--- src/design/mpm_pkg.sv ---
// Package for the modular power block: shared types and constants.
// No dependencies; used by all modules under design/.
package mpm_pkg;

    // Residue width and modulus p = 1000000007
    localparam int unsigned RES_W = 30;
    localparam logic [RES_W-1:0] MODULUS = 30'd1000000007;

    // Barrett constant floor(2^60 / p), 31 bits
    localparam logic [30:0] BARRETT_MU = 31'd1152921496;

    // Reduction bounds on the 32-bit remainder estimate
    localparam logic [31:0] MOD_X1 = 32'd1000000007;
    localparam logic [31:0] MOD_X2 = 32'd2000000014;

    // Pipeline depth of the modular multiplier
    localparam int unsigned MM_STAGES = 5;

    // Controller to datapath commands
    typedef struct packed {
        logic load;         // new transaction: acc=1, base=2, exp=inner
        logic prep;         // second run: base=acc-1 (wrapped), acc=1, exp=outer
        logic mm_start;     // issue one modular multiply
        logic mm_sel_base;  // second operand: 1 = base, 0 = acc (square)
        logic acc_wr;       // write multiplier result into acc
        logic exp_shift;    // move to next exponent bit
    } mpm_cmd_t;

    // Datapath to controller status
    typedef struct packed {
        logic exp_msb;      // current exponent bit
        logic mm_done;      // multiplier result valid this cycle
    } mpm_stat_t;

endpackage

--- src/design/mpm_modmul.sv ---
// Pipelined modular multiplier a*b mod p using Barrett reduction.
// Depends on mpm_pkg.
module mpm_modmul (
    input  logic                      clk,
    input  logic                      rst_n,
    input  logic                      start,
    input  logic [mpm_pkg::RES_W-1:0] a,
    input  logic [mpm_pkg::RES_W-1:0] b,
    output logic                      done,
    output logic [mpm_pkg::RES_W-1:0] res
);

    logic [mpm_pkg::MM_STAGES-1:0] vld_reg, vld_next;

    logic [59:0]               prod_reg, prod_next;
    logic [61:0]               t_reg, t_next;
    logic [31:0]               lo2_reg, lo2_next;
    logic [31:0]               qp_reg, qp_next;
    logic [31:0]               lo3_reg, lo3_next;
    logic [31:0]               r_reg, r_next;
    logic [mpm_pkg::RES_W-1:0] res_reg, res_next;
    logic [60:0]               qp_full;

    // Stage 1: full product, below p^2 < 2^60
    assign prod_next = 60'(a) * 60'(b);

    // Stage 2: quotient estimate numerator, (x >> 29) * mu
    assign t_next   = 62'(prod_reg[59:29]) * 62'(mpm_pkg::BARRETT_MU);
    assign lo2_next = prod_reg[31:0];

    // Stage 3: q * p, only the low 32 bits matter since x - q*p < 3p
    assign qp_full  = 61'(t_reg[61:31]) * 61'(mpm_pkg::MODULUS);
    assign qp_next  = qp_full[31:0];
    assign lo3_next = lo2_reg;

    // Stage 4: remainder estimate
    assign r_next = lo3_reg - qp_reg;

    // Stage 5: at most two subtractions of p
    always_comb
    begin
        if (r_reg >= mpm_pkg::MOD_X2)
        begin
            res_next = mpm_pkg::RES_W'(r_reg - mpm_pkg::MOD_X2);
        end
        else if (r_reg >= mpm_pkg::MOD_X1)
        begin
            res_next = mpm_pkg::RES_W'(r_reg - mpm_pkg::MOD_X1);
        end
        else
        begin
            res_next = r_reg[mpm_pkg::RES_W-1:0];
        end
    end

    // Valid tag travels with the operation
    assign vld_next = {vld_reg[mpm_pkg::MM_STAGES-2:0], start};

    always_ff @(posedge clk or negedge rst_n)
    begin
        if (!rst_n)
        begin
            vld_reg <= '0;
        end
        else
        begin
            vld_reg <= vld_next;
        end
    end

    // Payload pipeline, no reset
    always_ff @(posedge clk)
    begin
        prod_reg <= prod_next;
        t_reg    <= t_next;
        lo2_reg  <= lo2_next;
        qp_reg   <= qp_next;
        lo3_reg  <= lo3_next;
        r_reg    <= r_next;
        res_reg  <= res_next;
    end

    assign done = vld_reg[mpm_pkg::MM_STAGES-1];
    assign res  = res_reg;

    // Controller never overlaps operations
    a_one_in_flight: assert property (@(posedge clk) disable iff (!rst_n)
        $onehot0(vld_reg))
        else $error("modmul: more than one operation in flight");

    // Reduced result is a proper residue
    a_res_range: assert property (@(posedge clk) disable iff (!rst_n)
        done |-> (res_reg < mpm_pkg::MODULUS))
        else $error("modmul: result not below modulus");

endmodule

--- src/design/mpm_datapath.sv ---
// Datapath: accumulator, base, exponent shift registers and the multiplier.
// Depends on mpm_pkg and mpm_modmul.
module mpm_datapath #(
    parameter int unsigned EXP_BITS = 31
) (
    input  logic                      clk,
    input  logic                      rst_n,
    input  logic [30:0]               outer_exponent,
    input  logic [30:0]               inner_exponent,
    input  mpm_pkg::mpm_cmd_t         cmd,
    output mpm_pkg::mpm_stat_t        stat,
    output logic [mpm_pkg::RES_W-1:0] residue
);

    logic [mpm_pkg::RES_W-1:0] acc_reg, acc_next;
    logic [mpm_pkg::RES_W-1:0] base_reg, base_next;
    logic [EXP_BITS-1:0]       exp_reg, exp_next;
    logic [EXP_BITS-1:0]       outer_reg, outer_next;

    logic [EXP_BITS+30:0]      inner_ext, outer_ext;
    logic [mpm_pkg::RES_W-1:0] mm_b, mm_res;
    logic                      mm_done;

    // Exponents keep only their low EXP_BITS bits, zero-extended if wider
    assign inner_ext = {{EXP_BITS{1'b0}}, inner_exponent};
    assign outer_ext = {{EXP_BITS{1'b0}}, outer_exponent};

    assign mm_b = cmd.mm_sel_base ? base_reg : acc_reg;

    mpm_modmul u_modmul (
        .clk   (clk),
        .rst_n (rst_n),
        .start (cmd.mm_start),
        .a     (acc_reg),
        .b     (mm_b),
        .done  (mm_done),
        .res   (mm_res)
    );

    // Register updates under controller command
    always_comb
    begin
        acc_next   = acc_reg;
        base_next  = base_reg;
        exp_next   = exp_reg;
        outer_next = outer_reg;
        if (cmd.load)
        begin
            acc_next   = mpm_pkg::RES_W'(1);
            base_next  = mpm_pkg::RES_W'(2);
            exp_next   = inner_ext[EXP_BITS-1:0];
            outer_next = outer_ext[EXP_BITS-1:0];
        end
        else if (cmd.prep)
        begin
            // base = 2^m - 1, wrapped into 0 .. p-1
            if (acc_reg == '0)
            begin
                base_next = mpm_pkg::MODULUS - mpm_pkg::RES_W'(1);
            end
            else
            begin
                base_next = acc_reg - mpm_pkg::RES_W'(1);
            end
            acc_next = mpm_pkg::RES_W'(1);
            exp_next = outer_reg;
        end
        else
        begin
            if (cmd.acc_wr)
            begin
                acc_next = mm_res;
            end
            if (cmd.exp_shift)
            begin
                exp_next = exp_reg << 1;
            end
        end
    end

    always_ff @(posedge clk)
    begin
        acc_reg   <= acc_next;
        base_reg  <= base_next;
        exp_reg   <= exp_next;
        outer_reg <= outer_next;
    end

    assign stat.exp_msb = exp_reg[EXP_BITS-1];
    assign stat.mm_done = mm_done;
    assign residue      = acc_reg;

endmodule

--- src/design/mpm_ctrl.sv ---
// Controller: sequences two square-and-multiply runs over the exponent bits.
// Depends on mpm_pkg.
module mpm_ctrl #(
    parameter int unsigned EXP_BITS = 31
) (
    input  logic               clk,
    input  logic               rst_n,
    input  logic               start,
    input  mpm_pkg::mpm_stat_t stat,
    output mpm_pkg::mpm_cmd_t  cmd,
    output logic               busy,
    output logic               done
);

    localparam int unsigned CNT_W = (EXP_BITS > 1) ? $clog2(EXP_BITS) : 1;

    localparam logic [2:0] ST_IDLE = 3'd0;
    localparam logic [2:0] ST_SQ   = 3'd1;
    localparam logic [2:0] ST_SQW  = 3'd2;
    localparam logic [2:0] ST_MUL  = 3'd3;
    localparam logic [2:0] ST_MULW = 3'd4;
    localparam logic [2:0] ST_STEP = 3'd5;
    localparam logic [2:0] ST_PREP = 3'd6;
    localparam logic [2:0] ST_DONE = 3'd7;

    logic [2:0]       state_reg, state_next;
    logic [CNT_W-1:0] cnt_reg, cnt_next;
    logic             phase_reg, phase_next;

    // Next state and commands
    always_comb
    begin
        state_next = state_reg;
        cnt_next   = cnt_reg;
        phase_next = phase_reg;
        cmd        = '0;
        case (state_reg)
            ST_IDLE:
            begin
                if (start)
                begin
                    cmd.load   = 1'b1;
                    cnt_next   = CNT_W'(EXP_BITS - 1);
                    phase_next = 1'b0;
                    state_next = ST_SQ;
                end
            end
            ST_SQ:
            begin
                cmd.mm_start = 1'b1;
                state_next   = ST_SQW;
            end
            ST_SQW:
            begin
                if (stat.mm_done)
                begin
                    cmd.acc_wr = 1'b1;
                    state_next = stat.exp_msb ? ST_MUL : ST_STEP;
                end
            end
            ST_MUL:
            begin
                cmd.mm_start    = 1'b1;
                cmd.mm_sel_base = 1'b1;
                state_next      = ST_MULW;
            end
            ST_MULW:
            begin
                if (stat.mm_done)
                begin
                    cmd.acc_wr = 1'b1;
                    state_next = ST_STEP;
                end
            end
            ST_STEP:
            begin
                cmd.exp_shift = 1'b1;
                if (cnt_reg == '0)
                begin
                    state_next = phase_reg ? ST_DONE : ST_PREP;
                end
                else
                begin
                    cnt_next   = cnt_reg - CNT_W'(1);
                    state_next = ST_SQ;
                end
            end
            ST_PREP:
            begin
                cmd.prep   = 1'b1;
                cnt_next   = CNT_W'(EXP_BITS - 1);
                phase_next = 1'b1;
                state_next = ST_SQ;
            end
            ST_DONE:
            begin
                state_next = ST_IDLE;
            end
            default:
            begin
                state_next = ST_IDLE;
            end
        endcase
    end

    always_ff @(posedge clk or negedge rst_n)
    begin
        if (!rst_n)
        begin
            state_reg <= ST_IDLE;
            cnt_reg   <= '0;
            phase_reg <= 1'b0;
        end
        else
        begin
            state_reg <= state_next;
            cnt_reg   <= cnt_next;
            phase_reg <= phase_next;
        end
    end

    assign busy = (state_reg != ST_IDLE);
    assign done = (state_reg == ST_DONE);

    // Accepted transaction makes the block busy
    a_start_busy: assert property (@(posedge clk) disable iff (!rst_n)
        (start && !busy) |=> busy)
        else $error("ctrl: accepted transaction did not start");

    // Result strobe is a single cycle
    a_done_pulse: assert property (@(posedge clk) disable iff (!rst_n)
        done |=> !done)
        else $error("ctrl: done held more than one cycle");

    // Multiplier results arrive only while waiting for them
    a_mm_wait: assert property (@(posedge clk) disable iff (!rst_n)
        stat.mm_done |-> (state_reg == ST_SQW || state_reg == ST_MULW))
        else $error("ctrl: multiplier result outside a wait state");

endmodule

--- src/design/mod_prime_power_of_mersenne_top.sv ---
// Computes (2^m - 1)^n mod 1000000007; top level joining controller and datapath.
// Every square and multiply goes through one shared pipelined modular multiplier.
// A new transaction is taken only in idle, once the previous one has finished.
// Reset clears the controller and multiplier valids; no result is pending after.
// Depends on mpm_pkg, mpm_ctrl, mpm_datapath, mpm_modmul.
module mod_prime_power_of_mersenne_top #(
    parameter int unsigned EXP_BITS = 31
) (
    input  logic                      clk,
    input  logic                      rst_n,
    input  logic                      start,
    output logic                      busy,
    input  logic [30:0]               outer_exponent,
    input  logic [30:0]               inner_exponent,
    output logic                      done,
    output logic [mpm_pkg::RES_W-1:0] residue
);

    mpm_pkg::mpm_cmd_t  cmd;
    mpm_pkg::mpm_stat_t stat;

    mpm_ctrl #(
        .EXP_BITS (EXP_BITS)
    ) u_ctrl (
        .clk   (clk),
        .rst_n (rst_n),
        .start (start),
        .stat  (stat),
        .cmd   (cmd),
        .busy  (busy),
        .done  (done)
    );

    mpm_datapath #(
        .EXP_BITS (EXP_BITS)
    ) u_datapath (
        .clk            (clk),
        .rst_n          (rst_n),
        .outer_exponent (outer_exponent),
        .inner_exponent (inner_exponent),
        .cmd            (cmd),
        .stat           (stat),
        .residue        (residue)
    );

endmodule

--- config.mk ---
export PLATFORM = sky130hd
export DESIGN_NAME = mod_prime_power_of_mersenne_top
export DESIGN_NICKNAME = d
export VERILOG_FILES = /design/src/design/mpm_pkg.sv /design/src/design/mpm_modmul.sv /design/src/design/mpm_datapath.sv /design/src/design/mpm_ctrl.sv /design/src/design/mod_prime_power_of_mersenne_top.sv
export SDC_FILE = /design/constraint.sdc
export NUM_CORES = 2
export LEC_CHECK = 0
export BUFFER_PORTS_ARGS = -buffer_cell sky130_fd_sc_hd__buf_2
export CAP_MARGIN = 40
export CORE_MARGIN = 5
export CORE_UTILIZATION = 60
export DETAILED_ROUTE_END_ITERATION = 6
export PLACE_DENSITY = 0.75
export SLEW_MARGIN = 20
export SYNTH_ARGS = -nofsm -noshare
export SYNTH_HDL_FRONTEND = slang
export SYNTH_HIERARCHICAL = 1
export SYNTH_SLANG_ARGS = --single-unit
--- constraint.sdc ---
create_clock -name clk -period 12.1 [get_ports clk]
set_input_delay 1.21 -clock clk [delete_from_list [all_inputs] [get_ports clk]]
set_output_delay 1.21 -clock clk [all_outputs]
set_load 0.01 [all_outputs]
Yosys cells after proc, flatten, opt, wreduce, memory -nomap -nowiden --
Cells that the tools add are included.
Storage, ports and cells: bits in registers 413, input port bits 65, logic and storage cells 76
Operators by class: $add $sub $neg 5, multiply operators 3, $lt $le $gt $ge 2, eq/ne operators 11, muxes and demuxes 27, reduce and logical (&&, ||, !) cells 13
Operators with widths (count):
- 30-bit two-way mux | 4
- 31-bit two-way mux | 3
- 30-bit by 30-bit multiplier with 60-bit output | 1
- 30-bit subtractor, second input constant | 2
- 31-bit by 28-bit multiplier with 59-bit output, second input constant | 1
- 32-bit by 30-bit greater-or-equal comparator with 1-bit output, second input constant | 1
- 32-bit by 31-bit greater-or-equal comparator with 1-bit output, second input constant | 1
- 31-bit by 30-bit multiplier with 32-bit output, second input constant | 1
- 32-bit subtractor | 1
- 30-bit logical NOT | 1
- 30-bit by 1-bit subtractor with 30-bit output, second input constant | 1
- 3-bit case mux with 8 select lines | 1
- 3-bit two-way mux | 5
- 5-bit case mux with 3 select lines | 1
- 3-bit equality test, second input constant | 4
- 1-bit two-way mux | 10
- 5-bit two-way mux | 2
- 3-bit nonzero test | 3
- 3-bit by 2-bit equality test with 1-bit output, second input constant | 2
- 3-bit AND reduction | 2
- 2-bit OR reduction | 3
- 5-bit logical NOT | 1
- 5-bit by 1-bit subtractor with 5-bit output, second input constant | 1
- 2-bit by 1-bit != test with 1-bit output, second input constant | 2
- other kinds (6) | 7

Longest topological paths before layout --
word-level depth 5, depth in mapped cells 36, depth with buffers taken out 31

Hierarchy --
The synthesis kept the hierarchy.
Modules (own cells, without submodules):
- mpm_modmul | instances 1, cells each 5898, area each 57241.1 um2
- mpm_datapath | instances 1, cells each 501, area each 5661.7 um2
- mpm_ctrl | instances 1, cells each 63, area each 599.3 um2

Worst setup path after synthesis --
Ideal clock, no wire load.
path type flip-flop to flip-flop, from register u_ctrl.state_reg[0], to register u_datapath.u_modmul.prod_reg[53], library setup time 0.072 ns, data arrival time 8.654 ns, data required time 12.028 ns, slack 3.374 ns, cell stages (with the launch flop) 34, path buffers 4, period minus slack after synthesis 8.726 ns, cells stage by stage dfrtp_1 clkbuf_1 nor2b_1 and2_1 clkbuf_1 buf_1 mux2_2 clkbuf_1 and2_1 fa_1 fa_1 fa_1 inv_1 fa_1 inv_1 fa_1 inv_1 fa_1 inv_1 fa_1 inv_1 fa_1 inv_1 ha_1 a21oi_1 o21ai_0 a221o_1 a211o_1 a211oi_2 o31ai_1 a211oi_1 o21ai_1 a21oi_1 xnor2_1
RTL lines:
- from (decl) | line mpm_ctrl.sv:26 | logic [2:0] state_reg, state_next;
- from (signal assigned) | line mpm_ctrl.sv:116 | state_reg <= state_next;
- to (signal assigned) | line mpm_modmul.sv:74 | prod_reg <= prod_next;
- to (decl) | line mpm_modmul.sv:15 | logic [59:0] prod_reg, prod_next;

==> reports/qor.yml <==
critical_path:
  worst-setup-path-type: "reg2reg"
  slowest_stage: "mux2_2"
  max_stage_delay_ns: 0.64
  crit-reg2reg-launch: "u_ctrl/state_reg[0]"
  worstSetupStartpoint: "u_ctrl/state_reg[0]"
  endpoint_kind: "flip-flop"
  critPathMaxFanout: 32
  r2r_slack_ns: 2.47
  critical_path_required_ns: 12.65
  cpMostUsedCell: "fa_1"
  crit_arrival_ns: 10.18
  critPathLaunchType: "flip-flop"
routing:
  wl_met1_um: 63530
  drtAntennaViolNets: 0
  viasPerCell: 5.647
  drt-wirelength-per-cell_um: 20.61
  highest_layer: "met5"
  drtIter0Drc: 2864
  drc: 0
  wl_met3_um: 11540
  firstDrtPassIters: 7
  routed_wl_um: 161400
  wl_met2_um: 76860
  vias: 44230
global_route:
  grt_pass1_wl_um: 261200
  grt_pass1_vias: 48300
  grt_antenna_before_repair: 3
  track_usage_pct: 29.43
  grt_max_degree: 64
  overflow: 0
timing:
  grt_setup_unrepaired: "no"
  clock_skew_ns: 0.04006
  relSlewSlack_pct: 42.04
  timing_hold_violations_final: 0
  min_period_ns: 9.628
  fmax_mhz: 103.9
  finalSetupTns_ns: 0
  slew_violations: 0
  setup_viol: 0
  worst_pin_slew_ns: 0.8694
  fin_crit_sh_pct: 79.57
floorplan:
  die_h_um: 335.3
  coreArea_um2: 105300
  initial_core_util_pct: 60.32
  num_rows: 119
  dieWidth_um: 335.3
  pin_count: 97
  die_area_um2: 112400
clock_network:
  cts_made_buffers: 42
  clock_path_buffers: 3
  cts_resized: 0
  clkLatencyLatePin_ns: 0.61
  cts_root_buf: "clkbuf_16"
  ctsHoldBuffers: 0
  clk_pin_slew_ns: 0.07
  cts_tree: "done"
  clock-sinks: 385
  h-tree-depth: 2
  cts_setup_buffers: 0
synthesis:
  synth_ff_type: "dfxtp_1"
  synth_edf_count: 62
  syn-cell-area_um2: 63500
  postSynthAreaPerCell_um2: 9.827
  yosys_warnings: 6
  synthArstFlopShare_pct: 3.636
  seq_area_frac_synth_pct: 13.22
  ys_types: 90
  ys_seq_elements: 385
  syn-num-nets: 8549
  syn_inst: 6462
layout:
  final_common_cell: "inv_1"
  final_cell_mix: "1,510 x inv_1, 1,224 x fa_1, 798 x ha_1"
  drive_gt1_share_pct: 4.611
  area_growth_pct: 5.052
  final_nets: 8494
  largest_reg_flops: 60
placement:
  dp_hpwl_um: 125100
  port_buffers: 96
  gp_congestion: 0.9433
run:
  max_cap_violations: 0
hold_path:
  hold_start: "u_datapath/u_modmul/lo2_reg[15]"
  worstHoldPathType: "reg2reg"
status:
  status: "complete, no violations"
-- per-stage QoR --
stage	area [um2]	util (%)	cells	setup WS, ns	hold WS (ns)
floorplan	63500	-	6462	3.374	0.3096
global placement	65090	61.83	7746	2.712	0.3109
detailed placement	65110	61.86	7748	2.609	0.3121
CTS	66600	63.26	7826	2.592	0.3199
global route	66710	63.37	7832	2.081	0.3301
finish	66710	63.37	7833	2.472	0.3207
-- critical path: cells and delay by family, from the launching register on --
family	cells	cell delay, ns
xor+xnor	1	0.13
flops	1	0.59
fa+ha+maj	9	4.39
simple gates	3	0.65
buf+inv	7	0.70
compound gates	9	2.49
mux	1	0.64
-- Yosys cell counts, types with 7 or more instances --
cell type	count	area, um2
or3_1	16	100.1
buf_2	8	40.04
nand2_1	498	1869
a31oi_1	25	156.4
nand2b_1	36	225.2
nor4_1	12	75.07
nand4_1	23	143.9
ha_1	798	9985
a21boi_0	7	52.55
o211ai_1	7	52.55
a311oi_1	8	70.07
fa_1	1224	24500
nor2_1	140	525.5
nor4_2	7	87.58
dfrtp_1	14	350.3
buf_1	9	33.78
nor3_1	34	170.2
or2_2	7	43.79
a21o_1	70	525.5
edfxtp_1	62	1862
xor2_1	52	455.4
a211o_1	11	96.34
and3_1	23	143.9
o21bai_1	22	165.2
dfxtp_1	309	6186
o31ai_1	14	105.1
nor2b_1	18	112.6
o21ai_1	8	40.04
nand3_1	49	245.2
a21oi_1	148	740.7
mux2i_1	61	610.6
mux2_2	29	326.6
o22ai_1	8	50.05
a211oi_1	23	172.7
and2_1	539	3372
inv_1	1510	5668
clkbuf_1	223	837.1
o32ai_1	8	70.07
o21ai_0	101	505.5
xnor2_1	161	1410
o21a_1	23	172.7
-- kinds of logic (layout without fill, tap and decap cells) --
group | after synthesis | in the layout | synth area share (%)
buffers and inverters | 1761 | 1740 | 10.53
AND/OR/NAND/NOR | 1443 | 1443 | 11.81
XOR/XNOR | 213 | 213 | 2.938
adder cells (fa/ha/maj) | 2022 | 2022 | 54.31
multiplexers | 90 | 90 | 1.476
other | 0 | 1 | 0
flip-flops | 385 | 385 | 13.22
AO/OA/AOI/OAI | 548 | 548 | 5.718
-- final timing paths --
kind                                                         end  cells past startpoint
worst max-delay path            u_datapath/u_modmul/prod_reg[53]                     30
worst min-delay path             u_datapath/u_modmul/lo3_reg[15]                      0
worst max register to register  u_datapath/u_modmul/prod_reg[53]                     30
worst min register to register   u_datapath/u_modmul/lo3_reg[15]                      0
max in group asynchronous                    u_ctrl/state_reg[0]                      1
min in group asynchronous                      u_ctrl/cnt_reg[0]                      1
-- cell type report --
cell class | count | area [um2]
Antenna cell | 1 | 2.502
Clock buffer | 48 | 1105
Clock inverter | 30 | 376.6
Fill cell | 8506 | 38560
Inverter | 1510 | 5668
Multi-Input combinational cell | 4316 | 48440
Sequential cell | 385 | 8398
Tap cell | 1391 | 1740
Timing Repair Buffer | 152 | 977.2
-- layer usage --
layer	vias to the layer above	global-route usage (%)
li1	19650	-
met1	22310	37.94
met2	1790	48.70
met3	479	4.952
met4	4	14.15
met5	-	0.1702
Power is not shown: default switching activity piles up to over one toggle a cycle in this logic, so the estimate is an artifact.
